==> config.mk <==
export PLATFORM = sky130hd
export DESIGN_NAME = radio_packet_deframer
export DESIGN_NICKNAME = d
export VERILOG_FILES = /design/src/hw/rtl/rpd_pkg.sv /design/src/hw/rtl/rpd_step.sv /design/src/hw/rtl/radio_packet_deframer.sv
export SDC_FILE = /design/constraint.sdc
export NUM_CORES = 1
export LEC_CHECK = 0
export BUFFER_PORTS_ARGS = -buffer_cell sky130_fd_sc_hd__buf_2
export CAP_MARGIN = 20
export CORE_MARGIN = 2
export CORE_UTILIZATION = 46
export DETAILED_ROUTE_END_ITERATION = 7
export GPL_ROUTABILITY_DRIVEN = 0
export MAX_ROUTING_LAYER = met4
export PLACE_DENSITY = 0.65
export SKIP_LAST_GASP = 1
export SYNTH_ARGS = -nofsm -noshare
export SYNTH_HDL_FRONTEND = slang
export SYNTH_SLANG_ARGS = --single-unit
export TNS_END_PERCENT = 100
==> constraint.sdc <==
create_clock -name clk_i -period 7 [get_ports clk_i]
set_clock_uncertainty 0.15 [all_clocks]
set_input_delay 0.35 -clock clk_i [delete_from_list [all_inputs] [get_ports clk_i]]
set_output_delay 0.35 -clock clk_i [all_outputs]
set_load 0.02 [all_outputs]
==> src/hw/rtl/rpd_pkg.sv <==
// ----------------------------------------------------------------------------
// rpd_pkg
// Shared types and constants of the radio packet deframer.
// ----------------------------------------------------------------------------
`timescale 1ns / 1ps
`default_nettype none

package rpd_pkg;

  // Framing constants.
  localparam logic [7:0] AckNoneByte = 8'h00;
  localparam logic [7:0] AckAckByte  = 8'h0A;
  localparam logic [7:0] AckNackByte = 8'hFF;
  localparam logic [7:0] TypeMax     = 8'd8;
  localparam logic [7:0] HeaderLen   = 8'd8;

  // Configuration register indexes.
  localparam logic [2:0] CfgSyncFirst  = 3'd0;
  localparam logic [2:0] CfgSyncSecond = 3'd1;
  localparam logic [2:0] CfgDirIn      = 3'd2;
  localparam logic [2:0] CfgDirOut     = 3'd3;
  localparam logic [2:0] CfgDataType   = 3'd4;

  typedef enum logic [1:0] {
    PhHunt    = 2'd0,
    PhHeader  = 2'd1,
    PhPayload = 2'd2,
    PhPsum    = 2'd3
  } phase_e;

  typedef enum logic [1:0] {
    RoleDiscard = 2'd0,
    RoleHeader  = 2'd1,
    RolePayload = 2'd2,
    RolePsum    = 2'd3
  } role_e;

  typedef enum logic [2:0] {
    StPending = 3'd0,
    StOk      = 3'd1,
    StBadSync = 3'd2,
    StBadDir  = 3'd3,
    StBadType = 3'd4,
    StBadAck  = 3'd5,
    StBadHsum = 3'd6,
    StBadPsum = 3'd7
  } status_e;

  typedef enum logic [1:0] {
    AckPlain = 2'd0,
    AckAck   = 2'd1,
    AckNack  = 2'd2
  } ack_e;

  // Configuration register contents.
  typedef struct packed {
    logic [7:0] sync_first;
    logic [7:0] sync_second;
    logic [7:0] dir_code_in;
    logic [7:0] dir_code_out;
    logic [3:0] data_type_code;
  } cfg_t;

  // Frame tracking state.
  typedef struct packed {
    phase_e     phase;
    logic [7:0] byte_index;
    logic [7:0] sum_low;
    logic [7:0] sum_high;
    logic [3:0] held_type;
    ack_e       held_ack;
    logic [7:0] held_length;
    logic       low_sum_matched;
  } state_t;

  // One result item.
  typedef struct packed {
    logic [7:0] data_byte;
    role_e      byte_role;
    logic       frame_end;
    status_e    status;
    logic [3:0] frame_type;
    logic [1:0] ack_kind;
    logic [7:0] payload_length;
  } result_t;

endpackage

`default_nettype wire

==> src/hw/rtl/rpd_step.sv <==
// ----------------------------------------------------------------------------
// rpd_step
// Per-byte framing logic: next state and result item for one received byte.
// ----------------------------------------------------------------------------
`timescale 1ns / 1ps
`default_nettype none

module rpd_step
  import rpd_pkg::*;
(
  input  cfg_t       cfg_i,
  input  state_t     state_i,
  input  logic [7:0] rx_byte_i,
  output state_t     state_o,
  output result_t    result_o
);

  logic [7:0] b;
  logic [7:0] low_add;
  logic [7:0] high_add;
  logic [7:0] idx_inc;
  assign b = rx_byte_i;

  // Fletcher-8 running sums with this byte added.
  assign low_add  = state_i.sum_low + b;
  assign high_add = state_i.sum_high + low_add;
  assign idx_inc  = state_i.byte_index + 8'd1;

  always_comb begin
    state_t  s;
    role_e   role;
    status_e status;
    logic    fend;
    logic    show;
    s      = state_i;
    role   = RoleDiscard;
    status = StPending;
    fend   = 1'b0;
    show   = 1'b1;

    case (state_i.phase)
      PhHunt: begin
        if (b == cfg_i.sync_first) begin
          role              = RoleHeader;
          s.held_type       = 4'd0;
          s.held_ack        = AckPlain;
          s.held_length     = 8'd0;
          s.low_sum_matched = 1'b0;
          s.sum_low         = 8'd0;
          s.sum_high        = 8'd0;
          s.byte_index      = 8'd1;
          s.phase           = PhHeader;
        end else begin
          show = 1'b0;
        end
      end
      PhHeader: begin
        role = RoleHeader;
        case (state_i.byte_index)
          8'd1: begin
            if (b != cfg_i.sync_second) status = StBadSync;
          end
          8'd2: begin
            if (b != cfg_i.dir_code_in && b != cfg_i.dir_code_out) begin
              status = StBadDir;
            end else begin
              s.sum_low  = low_add;
              s.sum_high = high_add;
            end
          end
          8'd3: begin
            if (b < 8'd1 || b > TypeMax) begin
              status = StBadType;
            end else begin
              s.held_type = b[3:0];
              s.sum_low   = low_add;
              s.sum_high  = high_add;
            end
          end
          8'd4: begin
            if (b == AckNoneByte || b == AckAckByte || b == AckNackByte) begin
              s.sum_low  = low_add;
              s.sum_high = high_add;
            end else begin
              status = StBadAck;
            end
            if (b == AckNoneByte) s.held_ack = AckPlain;
            else if (b == AckAckByte) s.held_ack = AckAck;
            else if (b == AckNackByte) s.held_ack = AckNack;
          end
          8'd5: begin
            s.held_length = b;
            s.sum_low     = low_add;
            s.sum_high    = high_add;
          end
          8'd6: begin
            s.low_sum_matched = (b == state_i.sum_low);
          end
          default: begin
            // Header sum is judged on both bytes at the last header byte.
            if (!state_i.low_sum_matched || b != state_i.sum_high) begin
              status = StBadHsum;
            end else if (state_i.held_type == cfg_i.data_type_code &&
                         state_i.held_ack == AckPlain &&
                         state_i.held_length != 8'd0) begin
              s.phase      = PhPayload;
              s.byte_index = 8'd0;
              s.sum_low    = 8'd0;
              s.sum_high   = 8'd0;
            end else begin
              status = StOk;
            end
          end
        endcase
        if (status != StPending) begin
          fend         = 1'b1;
          s.phase      = PhHunt;
          s.byte_index = 8'd0;
        end else if (s.phase == PhHeader) begin
          s.byte_index = (idx_inc >= HeaderLen) ? (HeaderLen - 8'd1) : idx_inc;
        end
      end
      PhPayload: begin
        role       = RolePayload;
        s.sum_low  = low_add;
        s.sum_high = high_add;
        if (idx_inc == state_i.held_length) begin
          s.phase      = PhPsum;
          s.byte_index = 8'd0;
        end else begin
          s.byte_index = idx_inc;
        end
      end
      default: begin
        role = RolePsum;
        if (state_i.byte_index == 8'd0) begin
          s.low_sum_matched = (b == state_i.sum_low);
          s.byte_index      = 8'd1;
        end else begin
          status = (state_i.low_sum_matched && b == state_i.sum_high) ?
                   StOk : StBadPsum;
          fend         = 1'b1;
          s.phase      = PhHunt;
          s.byte_index = 8'd0;
        end
      end
    endcase

    state_o                 = s;
    result_o.data_byte      = b;
    result_o.byte_role      = role;
    result_o.frame_end      = fend;
    result_o.status         = status;
    result_o.frame_type     = show ? s.held_type : 4'd0;
    result_o.ack_kind       = show ? s.held_ack : 2'd0;
    result_o.payload_length = show ? s.held_length : 8'd0;
  end

endmodule

`default_nettype wire

==> src/hw/rtl/radio_packet_deframer.sv <==
// ----------------------------------------------------------------------------
// radio_packet_deframer
// Checks radio frames byte by byte: sync, header fields, Fletcher-8 sums.
// ----------------------------------------------------------------------------
// Usage:
// Received bytes enter on the rx channel (valid/ready), one item per byte.
// Every accepted byte yields exactly one result item on the out channel,
// carrying the byte, its role in the frame, a frame end flag, a status code
// and the header fields held so far.
// The result is registered: a byte accepted at one edge appears on the out
// channel after that edge. Throughput, set by the single result register, is
// one byte per cycle without a stall; the frame state updates at that edge.
// When the receiver stalls, the result register holds its item and rx_ready_o
// stays high only if the waiting item is taken in that cycle.
// The cfg channel writes the five setup registers by index; it is always
// ready and indexes beyond the list are ignored. Writes belong to idle time.
// Reset restores the default sync, direction and type codes, empties the
// result register and puts the block back to hunting for the first sync byte.
// ----------------------------------------------------------------------------
`timescale 1ns / 1ps
`default_nettype none

module radio_packet_deframer
  import rpd_pkg::*;
(
  input  logic       clk_i,
  input  logic       rst_ni,
  // Configuration writes.
  input  logic       cfg_valid_i,
  output logic       cfg_ready_o,
  input  logic [2:0] cfg_index_i,
  input  logic [7:0] cfg_data_i,
  // Received bytes.
  input  logic       rx_valid_i,
  output logic       rx_ready_o,
  input  logic [7:0] rx_byte_i,
  // Result items.
  output logic       out_valid_o,
  input  logic       out_ready_i,
  output logic [7:0] data_byte_o,
  output logic [1:0] byte_role_o,
  output logic       frame_end_o,
  output logic [2:0] status_o,
  output logic [3:0] frame_type_o,
  output logic [1:0] ack_kind_o,
  output logic [7:0] payload_length_o
);

  cfg_t    cfg_q;
  state_t  state_q, state_d;
  result_t res_q, res_d;
  logic    out_valid_q;
  logic    rx_fire;

  // Configuration registers.
  assign cfg_ready_o = 1'b1;

  always_ff @(posedge clk_i or negedge rst_ni) begin
    if (!rst_ni) begin
      cfg_q.sync_first     <= 8'd72;
      cfg_q.sync_second    <= 8'd101;
      cfg_q.dir_code_in    <= 8'd16;
      cfg_q.dir_code_out   <= 8'd32;
      cfg_q.data_type_code <= 4'd4;
    end else if (cfg_valid_i) begin
      case (cfg_index_i)
        CfgSyncFirst:  cfg_q.sync_first     <= cfg_data_i;
        CfgSyncSecond: cfg_q.sync_second    <= cfg_data_i;
        CfgDirIn:      cfg_q.dir_code_in    <= cfg_data_i;
        CfgDirOut:     cfg_q.dir_code_out   <= cfg_data_i;
        CfgDataType:   cfg_q.data_type_code <= cfg_data_i[3:0];
        default:       ;
      endcase
    end
  end

  // A byte is taken when the result register is free or being emptied.
  assign rx_ready_o = !out_valid_q || out_ready_i;
  assign rx_fire    = rx_valid_i && rx_ready_o;

  rpd_step u_step (
    .cfg_i     (cfg_q),
    .state_i   (state_q),
    .rx_byte_i (rx_byte_i),
    .state_o   (state_d),
    .result_o  (res_d)
  );

  // Frame state.
  always_ff @(posedge clk_i or negedge rst_ni) begin
    if (!rst_ni) begin
      state_q <= '0;
    end else if (rx_fire) begin
      state_q <= state_d;
    end
  end

  // Result register valid flag.
  always_ff @(posedge clk_i or negedge rst_ni) begin
    if (!rst_ni) begin
      out_valid_q <= 1'b0;
    end else if (rx_fire) begin
      out_valid_q <= 1'b1;
    end else if (out_ready_i) begin
      out_valid_q <= 1'b0;
    end
  end

  // Result payload.
  always_ff @(posedge clk_i) begin
    if (rx_fire) begin
      res_q <= res_d;
    end
  end

  assign out_valid_o      = out_valid_q;
  assign data_byte_o      = res_q.data_byte;
  assign byte_role_o      = res_q.byte_role;
  assign frame_end_o      = res_q.frame_end;
  assign status_o         = res_q.status;
  assign frame_type_o     = res_q.frame_type;
  assign ack_kind_o       = res_q.ack_kind;
  assign payload_length_o = res_q.payload_length;

endmodule

`default_nettype wire
==> flow_summary.ini, run 1 <==
[run_status]
outcome = finished clean

[global_route]
grt_pass1_vias = 4874
grt_max_degree = 79
antenna_found_initial = 0
grt.overflow.total = 0
grt_use_total_pct = 23.0
grt_pass1_wl_um = 25400

[timing]
max_slew_margin_pct = 28.6
finalSetupTns_ns = 0
setup_viol = 0
rsz0062_at_grt = false
hold_violations = 0
tightest_slew_ns = 1.06
whs_ns = 0.0561
fin_crit_ns = 3.58
slew_violations = 0
max_freq_mhz = 279
fin_crit_sh_pct = 51.1

[synthesis]
ys_ff_latch = 106
synth-main-ff-cell = dfrtp_1
syn_area_mm2 = 0.00626
synth_edf_count = 28
synthArstFlopShare_pct = 73.6
synthCells = 607
synth_top_area_share_pct = 27.6
synth_area_leaders = dfrtp_1 (28%), edfxtp_1 (13%), mux2_2 (7.0%)
synth.distinct_cells = 63
seq_area_frac_synth_pct = 44.8
syn_nets = 655
avgSynthCellArea_um2 = 10.3
yosysTopAreaCell = dfrtp_1
ys_warn_count = 0

[route]
wire_per_inst_um = 18.6
first_pass_iters = 5
routed-via-count = 4909
vias_per_cell = 5.91
antenna_left = 0
routed_wl_um = 15500
drc = 0
first_iter_violations = 442

[floorplan]
die-area_mm2 = 0.0145
rows = 42
top_level_ports = 55
core_mm2 = 0.0132
start_util_pct = 47.2
die_w_um = 121
die_h_um = 121

[setup_path]
slowest_stage = o41ai_1
rrSetupSlack_ns = 3.42
worstPathArrival_ns = 3.68
path_cells = inv_1, ha_1, xor2_1, a211oi_1, o2111ai_1, o41ai_1, nand3_1, o21bai_1, a21o_1
crit_path_end_kind = register
cp-start-kind = register
worst-endpoint-required_ns = 7.10
critPathTopFamily = compound AO/OA/AOI/OAI gates
critPathBufInv = 1
slowest_delay_ns = 0.98
path_class = register to register
path_max_fanout = 8

[pwr]
finalPower_mw = 1.58
pwr-share-comb_pct = 17.6
powerDensity_mw_per_mm2 = 226
clkPwrFrac_pct = 34.4
peakVddDrop_uv = 141
p_int_mw = 1.15
p_sw_uw = 439
power_leakage_nw = 2.86
switching_share_pct = 27.7
pwr-share-seq_pct = 48.0

[finish]
layout.cells.non_filler = 831
nFillCells = 1193
nNetsFinal = 698
synthToLayoutAreaGrowth_pct = 12.1
n_antenna_cell = 0
final_layout_size_suffix_gt1_share_pct = 19.5

[clock_network]
clk_latency_ns = 0.36
clk_path_buf_depth = 2
clock_sinks = 106
cts_tree = done
clockRootBuffer = clkbuf_16
cts_made_buffers = 9
clkTransAtPathRegs_ns = 0.07
htreeDepth = 3

[job]
max_cap_viol_count = 0

[worst_hold_path]
min_path_type = input port to register

[placed_design]
dp_hpwl_um = 11000
io_buffer_count = 53
placed_cells = 813
cell usage in the layout, fill, tap and decap left out, types with 3 or more instances in the layout:
master,netlist,final
nor2_1,30,30
buf_4,2,5
mux2i_1,6,6
mux2_2,39,39
or3_1,4,4
clkbuf_16,0,10
nor3_1,10,10
nand2_1,60,60
nand4_1,7,7
buf_2,6,52
a21o_1,4,4
dfrtp_1,69,69
inv_1,23,23
xnor2_1,29,29
o211ai_1,5,5
xor2_1,35,35
a22o_1,13,13
and3_1,6,6
a21oi_1,20,20
edfxtp_1,28,28
o41ai_1,5,5
o21ai_0,21,21
o2111ai_1,3,3
nor2b_1,11,11
nor4_1,15,15
o31ai_1,14,14
a32o_1,3,3
nand3_1,27,27
dfstp_2,9,9
ha_1,22,22
nand2b_1,9,9
a31oi_1,12,12
flip-flops by register name (all words and copies together), names as in the netlist:
name              flops
data_byte_o           8
ack_kind_o            2
frame_end_o           1
status_o              3
payload_length_o      8
out_valid_o           1
cfg_q                36
byte_role_o           2
state_q              41
frame_type_o          4
cells by family after synthesis:
group | share of synthesized area, %
mux | 7.98
other cells | 0.0599
fa+ha+maj | 5.04
flops | 44.8
xor+xnor | 9.34
compound gates | 14.3
simple gates | 14.9
buf+inv | 3.54
metal layers:
layer | routed length (µm) | vias to the layer above | GRT usage, %
met2 | 7310 | 164 | 35.4
li1 | - | 2301 | -
met4 | 432 | 0 | 7.70
met1 | 6900 | 2403 | 30.3
met5 | 0 | - | -
met3 | 850 | 41 | 5.14
timing repair:
action                     CTS  global route
gates resized for setup      0             0
setup endpoints to repair    0             0
hold buffers                 0             1
hold endpoints to repair     0            18
setup buffers                0             0
path summary, 6_finish.rpt:
| check | start | to | depth (start not counted) |
|---|---|---|---|
| setup / recovery | state_q[31] | state_q[39] | 9 |
| setup reg to reg | state_q[31] | state_q[39] | 9 |
| hold reg to reg | state_q[29] | state_q[29] | 2 |
| hold / removal | rx_valid_i | out_valid_o | 2 |
| max in group asynchronous | rst_ni | cfg_q[9] | 3 |
| min in group asynchronous | rst_ni | state_q[34] | 2 |
Yosys cell counts (3+ instances only):
| library cell | number |
|---|---|
| nand3_1 | 27 |
| nor4_1 | 15 |
| o2111ai_1 | 3 |
| nor2_1 | 30 |
| a32o_1 | 3 |
| edfxtp_1 | 28 |
| nand4_1 | 7 |
| a21oi_1 | 20 |
| dfrtp_1 | 69 |
| nor3_1 | 10 |
| o21ai_0 | 21 |
| clkbuf_1 | 17 |
| nand2_1 | 60 |
| a31oi_1 | 12 |
| or3_1 | 4 |
| nor2b_1 | 11 |
| ha_1 | 22 |
| inv_1 | 23 |
| xnor2_1 | 29 |
| a22o_1 | 13 |
| o31ai_1 | 14 |
| mux2_2 | 39 |
| mux2i_1 | 6 |
| and3_1 | 6 |
| nand2b_1 | 9 |
| o41ai_1 | 5 |
| dfstp_2 | 9 |
| buf_2 | 6 |
| a21o_1 | 4 |
| xor2_1 | 35 |
| o211ai_1 | 5 |
power by group through the flow:
stage	combinational (mW)	clock, mW	sequential (mW)
2_1_floorplan	0.199	0	0.762
3_3_place_gp	0.268	0	0.769
3_5_place_dp	0.275	0	0.773
4_1_cts	0.276	0.561	0.760
5_1_grt	0.307	0.580	0.769
6_report	0.279	0.545	0.760
layout make-up:
| class | instances | area [µm²] | share of cell area, % |
|---|---|---|---|
| multi-input combinational | 450 | 3230 | 46.1 |
| sequential | 106 | 2800 | 40.0 |
| timing repair buffer | 60 | 347 | 4.94 |
| clock buffer | 12 | 268 | 3.82 |
| tap | 176 | 220 | 3.14 |
| inverter | 23 | 86.3 | 1.23 |
| clock inverter | 4 | 56.3 | 0.803 |
per-stage QoR:
stage | instance area [µm²] | utilization (%) | setup slack [ns]
floorplan | 6260 | - | 3.84
global placement | 6640 | 50.1 | 3.37
detailed placement | 6650 | 50.2 | 3.36
CTS | 6970 | 52.7 | 3.51
global route | 7010 | 52.9 | 3.20
finish | 7010 | 52.9 | 3.42
(Power assumes the default switching activity.)
==> run 2: changes to the inputs <==
--- a/config.mk
+++ b/config.mk
@@ -5,6 +5,7 @@
 export SDC_FILE = /design/constraint.sdc
 export NUM_CORES = 1
 export LEC_CHECK = 0
+export ABC_AREA = 1
 export BUFFER_PORTS_ARGS = -buffer_cell sky130_fd_sc_hd__buf_2
 export CAP_MARGIN = 20
 export CORE_MARGIN = 2
@@ -12,7 +13,7 @@
 export DETAILED_ROUTE_END_ITERATION = 7
 export GPL_ROUTABILITY_DRIVEN = 0
 export MAX_ROUTING_LAYER = met4
-export PLACE_DENSITY = 0.65
+export PLACE_DENSITY = 0.67
 export SKIP_LAST_GASP = 1
 export SYNTH_ARGS = -nofsm -noshare
 export SYNTH_HDL_FRONTEND = slang
==> constraint.sdc (replaced) <==
create_clock -name clk_i -period 3.12 [get_ports clk_i]
set_clock_uncertainty 0.15 [all_clocks]
set_input_delay 0.156 -clock clk_i [delete_from_list [all_inputs] [get_ports clk_i]]
set_output_delay 0.156 -clock clk_i [all_outputs]
set_load 0.02 [all_outputs]
==> run 2 against run 1 <==
  * Non-clock buffer count increased by 11
  * Setup slack got worse by 3.1 ns
  * Final area increased by 6.4%
  * Sequential share of layout area decreased by 2.4 points
  * Synthesized cell count increased by 46%
  * Sequential power increased by 130%
  * Power increased by 140%
  * Clock power increased by 110%
  * Sequential cell count unchanged
==> flow_summary.ini, run 2 <==
[run_status]
outcome = finished clean

[synthesis]
synth_area_leaders = dfrtp_1 (26%), nand2_1 (16%), edfxtp_1 (13%)
synth.most_common_cell = nand2_1
synth_top_area_share_pct = 26.0
synthCells = 888
ys_ff_latch = 106
syn_area_mm2 = 0.00664
synth-main-ff-cell = dfrtp_1
synthTopCellsByCount = nand2_1 (291), inv_1 (106), nor2_1 (75)
synth.distinct_cells = 44
synthArstFlopShare_pct = 73.6
seq_area_frac_synth_pct = 42.3
avgSynthCellArea_um2 = 7.47
syn_nets = 936
yosysTopAreaCell = dfrtp_1
synth_edf_count = 28
ys_warn_count = 0

[setup_path]
rrSetupSlack_ns = 0.30
crit_path_end_kind = register
worst-endpoint-required_ns = 3.28
cp-start-kind = register
path_max_fanout = 5
worstPathArrival_ns = 2.99
path_class = register to register

[route]
routed_wl_um = 15600
first_iter_violations = 323
wire_per_inst_um = 13.8
first_pass_iters = 5
antenna_left = 0
routed-via-count = 5689
vias_per_cell = 5.03
drc = 0

[clock_network]
clkTransAtPathRegs_ns = 0.08
clk_latency_ns = 0.37
cts_made_buffers = 9
clockRootBuffer = clkbuf_16
cts_tree = done
cts_setup_buffers = 0
htreeDepth = 3
clock_sinks = 106
clk_path_buf_depth = 2

[floorplan]
core_mm2 = 0.0140
rows = 43
die_w_um = 124
die-area_mm2 = 0.0154
start_util_pct = 47.4
die_h_um = 124
top_level_ports = 55

[job]
max_cap_viol_count = 0

[finish]
n_antenna_cell = 0
reg_top3 = state_q (41), cfg_q (36)
nNetsFinal = 995
mostFrequentLayoutCell = nand2_1
layout.cells.non_filler = 1132
final_layout_size_suffix_gt1_share_pct = 12.6
design_area_mm2 = 0.00746
synthToLayoutAreaGrowth_pct = 12.4
utilization_pct = 53.3
largest_reg_flops = 41
most-common-layout-cells = nand2_1 (291), inv_1 (105), nor2_1 (75)
largest-register = state_q

[timing]
setup_viol = 0
slew_violations = 0
tightest_slew_ns = 0.648
fin_crit_ns = 2.82
max_slew_margin_pct = 56.8
finalSetupTns_ns = 0
hold_violations = 0
max_freq_mhz = 354
rsz0062_at_grt = false
setup_ws_ns = 0.298
fin_crit_sh_pct = 90.5

[global_route]
grt_max_degree = 79
grt_use_total_pct = 22.5
grt.overflow.total = 0
grt_pass1_vias = 5319
antenna_found_initial = 0
grt_pass1_wl_um = 25800

[pwr]
peakVddDrop_uv = 448
power_leakage_nw = 3.84
powerDensity_mw_per_mm2 = 504

[placed_design]
post_dp_cell_area_mm2 = 0.00700
dp_hpwl_um = 11500
placed_cells = 1103
io_buffer_count = 53
post-place-ws_ns = 0.202

[worst_hold_path]
min_path_type = input port to register
==> run 2: cell types whose count changed in the layout (fill, tap and decap cells not counted), sizes merged, moves of 30 or more <==
cell   change
inv       +98
nand3     +30
nor2      +53
o21ai     +44
nand2    +237
mux2      -39
==> run 2: final timing paths <==
check                        startpoint        endpoint  depth (start not counted)
max in group asynchronous        rst_ni       cfg_q[25]                          3
hold reg to reg             state_q[27]     state_q[27]                          2
min in group asynchronous        rst_ni     state_q[17]                          2
setup reg to reg            state_q[25]     state_q[21]                         13
hold / removal             rx_byte_i[7]  data_byte_o[7]                          1
setup / recovery            state_q[25]     state_q[21]                         13
==> run 2: final cells by class <==
cell class / instances / area [µm²]
Multi-Input combinational cell: 638 / 3210
Sequential cell: 106 / 2800
Clock inverter: 5 / 45.0
Fill cell: 1368 / 6530
Inverter: 121 / 469
Tap cell: 180 / 225
Clock buffer: 11 / 253
Timing Repair Buffer: 71 / 453
==> run 2: cell families after synthesis <==
logic type	Yosys count	share of synthesized area, %
buffers and inverters	144	9.58
adder cells (fa/ha/maj)	24	4.75
XOR/XNOR	34	4.49
AND/OR/NAND/NOR	471	29.8
AO/OA/AOI/OAI	108	9.03
flip-flops	106	42.3
other	1	0.0565
==> run 2: worst max-delay path, cell delays in order, from the launching register on <==
cell      delay [ns]
dfrtp_1         0.39
ha_1            0.35
inv_1           0.06
o21bai_1        0.26
xor2_1          0.17
inv_1           0.07
ha_1            0.34
a21oi_1         0.18
o21ai_0         0.17
a21o_1          0.19
a21oi_1         0.15
xnor2_1         0.13
nand3_1         0.08
nand2_1         0.07
==> run 2: repair_timing <==
item                                    in CTS  in global routing
hold buffers                                12                  0
gates resized for setup                      0                  2
hold endpoints to repair                   103                  0
endpoints found under the setup margin       0                  1
==> run 2: routing by layer <==
metal,vias up,routed length (µm),GRT usage (%)
met5,-,0,-
met4,0,349,7.23
met3,28,582,3.39
met2,109,7360,36.7
met1,2617,7300,28.7
li1,2935,-,-
==> run 2: through the flow <==
step	power (mW)	hold WS [ns]
6_report	3.76	0.0176
3_5_place_dp	2.62	0.246
2_1_floorplan	2.39	-0.290
3_3_place_gp	2.60	0.243
4_1_cts	3.78	0.0107
5_1_grt	4.00	0.0167
==> run 2: where the power goes <==
part           switching, mW  internal [mW]
sequential             0.142           1.62
clock                  0.551          0.597
combinational          0.531          0.320
==> run 3: changes to the inputs <==
--- a/config.mk
+++ b/config.mk
@@ -12,6 +12,7 @@
 export CORE_UTILIZATION = 46
 export DETAILED_ROUTE_END_ITERATION = 7
 export GPL_ROUTABILITY_DRIVEN = 0
+export HOLD_SLACK_MARGIN = 0.02
 export MAX_ROUTING_LAYER = met4
 export PLACE_DENSITY = 0.67
 export SKIP_LAST_GASP = 1
==> run 3 against run 2 <==
  * Die area unchanged
  * Global-route usage about the same
  * Routed wire length about the same
  * Final area up 0.40%
  * Hold slack better by 0.020 ns
  * Core utilization up 0.21 points
  * Setup slack better by 0.0040 ns
  * Combinational power about the same
  * Critical endpoint unchanged
==> flow_summary.ini, run 3 (same netlist as run 2, synthesis figures left out) <==
[timing]
fin_crit_sh_pct = 90.3
rsz0062_at_grt = false
finalSetupTns_ns = 0
setup_viol = 0
tightest_slew_ns = 0.646
hold_violations = 0
slew_violations = 0
max_freq_mhz = 355
fin_crit_ns = 2.82
max_slew_margin_pct = 56.9

[pwr]
power_leakage_nw = 3.85
powerDensity_mw_per_mm2 = 502
peakVddDrop_uv = 442
finalPower_mw = 3.76

[finish]
synthToLayoutAreaGrowth_pct = 12.9
mostFrequentLayoutCell = nand2_1
nFillCells = 1365
nNetsFinal = 998
multiInputGateArea_mm2 = 0.00321
final_layout_size_suffix_gt1_share_pct = 12.6
n_antenna_cell = 0
reg_top3 = state_q (41), cfg_q (36)
largest_reg_flops = 41
seq_area_mm2 = 0.00280
largest-register = state_q
design_area_mm2 = 0.00749
most-common-layout-cells = nand2_1 (291), inv_1 (105), nor2_1 (75)

[route]
antenna_left = 0
first_iter_violations = 284
routed-via-count = 5694
routed_wl_um = 15600
vias_per_cell = 5.02
first_pass_iters = 6
wire_per_inst_um = 13.7
drc = 0

[floorplan]
die_h_um = 124
start_util_pct = 47.4
die_w_um = 124
core_mm2 = 0.0140
die-area_mm2 = 0.0154
rows = 43
top_level_ports = 55

[clock_network]
clock_sinks = 106
clockRootBuffer = clkbuf_16
clk_path_buf_depth = 2
cts_made_buffers = 9
htreeDepth = 3
clkTransAtPathRegs_ns = 0.08
clk_latency_ns = 0.37
cts_tree = done

[placed_design]
dp_hpwl_um = 11500
io_buffer_count = 53
post_dp_cell_area_mm2 = 0.00700

[global_route]
antenna_found_initial = 0
grt_pass1_wl_um = 25800
grt_use_total_pct = 22.5
grt_pass1_vias = 5320
grt.overflow.total = 0
grt_max_degree = 79

[run_status]
outcome = finished clean

[job]
max_cap_viol_count = 0

[setup_path]
worstPathArrival_ns = 2.98
cp-start-kind = register
path_max_fanout = 5
crit_path_end_kind = register
worst-endpoint-required_ns = 3.28
path_class = register to register

[worst_hold_path]
min_path_type = input port to register
run 3: cell count changes in the layout (fill, tap and decap cells not counted):
| cell | previous run | this run |
|---|---|---|
| dlygate4sd3_1 | 12 | 15 |
run 3: where the power goes:
| part | internal, mW | switching (mW) |
|---|---|---|
| combinational | 0.323 | 0.530 |
| sequential | 1.62 | 0.143 |
| clock | 0.597 | 0.549 |
run 3: cell type report:
class,count,area share [%]
well taps,180,3.01
flip-flops and latches,106,37.4
clock buffers,11,3.37
clock inverters,5,0.601
inverters,121,6.26
repair buffers,74,6.45
multi-input cells,638,42.9
run 3: per-stage QoR:
step | utilization, % | instances | worst slack [ns] | hold slack [ns]
floorplan | - | 888 | 0.361 | -0.290
global placement | 50.0 | 1103 | 0.237 | 0.243
detailed placement | 50.0 | 1103 | 0.202 | 0.246
CTS | 53.2 | 1134 | 0.175 | 0.0277
global route | 53.5 | 1135 | 0.0239 | 0.0405
finish | 53.5 | 1135 | 0.302 | 0.0372
run 3: worst max-delay path, cell delays in order (launching register included):
cell and delay (ns):
dfrtp_1 0.39, ha_1 0.35, inv_1 0.06, o21bai_1 0.26
xor2_1 0.17, inv_1 0.07, ha_1 0.34, a21oi_1 0.18
o21ai_0 0.17, a21o_1 0.19, a21oi_1 0.15, xnor2_1 0.13
nand3_1 0.08, nand2_1 0.07
run 3: timing repair:
| action | in CTS | in global routing |
|---|---|---|
| resized for setup | 0 | 2 |
| buffers inserted | 0 | 0 |
| setup endpoints to repair | 0 | 1 |
| hold buffers | 15 | 0 |
| hold endpoints to repair | 109 | 0 |
run 3: final timing paths:
check                      cells after the start          from  slack (ns)              to
setup reg to reg                              13   state_q[25]        0.30     state_q[21]
min in group asynchronous                      2        rst_ni        0.08     state_q[17]
hold / removal                                 1  rx_byte_i[1]        0.04  data_byte_o[1]
max in group asynchronous                      3        rst_ni        2.11       cfg_q[16]
setup / recovery                              13   state_q[25]        0.30     state_q[21]
hold reg to reg                                2   state_q[27]        0.34     state_q[27]
run 3: routing by layer:
| metal | up-vias | global-route usage [%] | share of wire [%] | routed length (µm) |
|---|---|---|---|---|
| met5 | - | - | 0 | 0 |
| met2 | 101 | 36.9 | 48 | 7450 |
| met3 | 18 | 3.39 | 3.6 | 555 |
| met4 | 0 | 7.09 | 1.8 | 276 |
| li1 | 2942 | - | - | - |
| met1 | 2633 | 28.7 | 47 | 7320 |
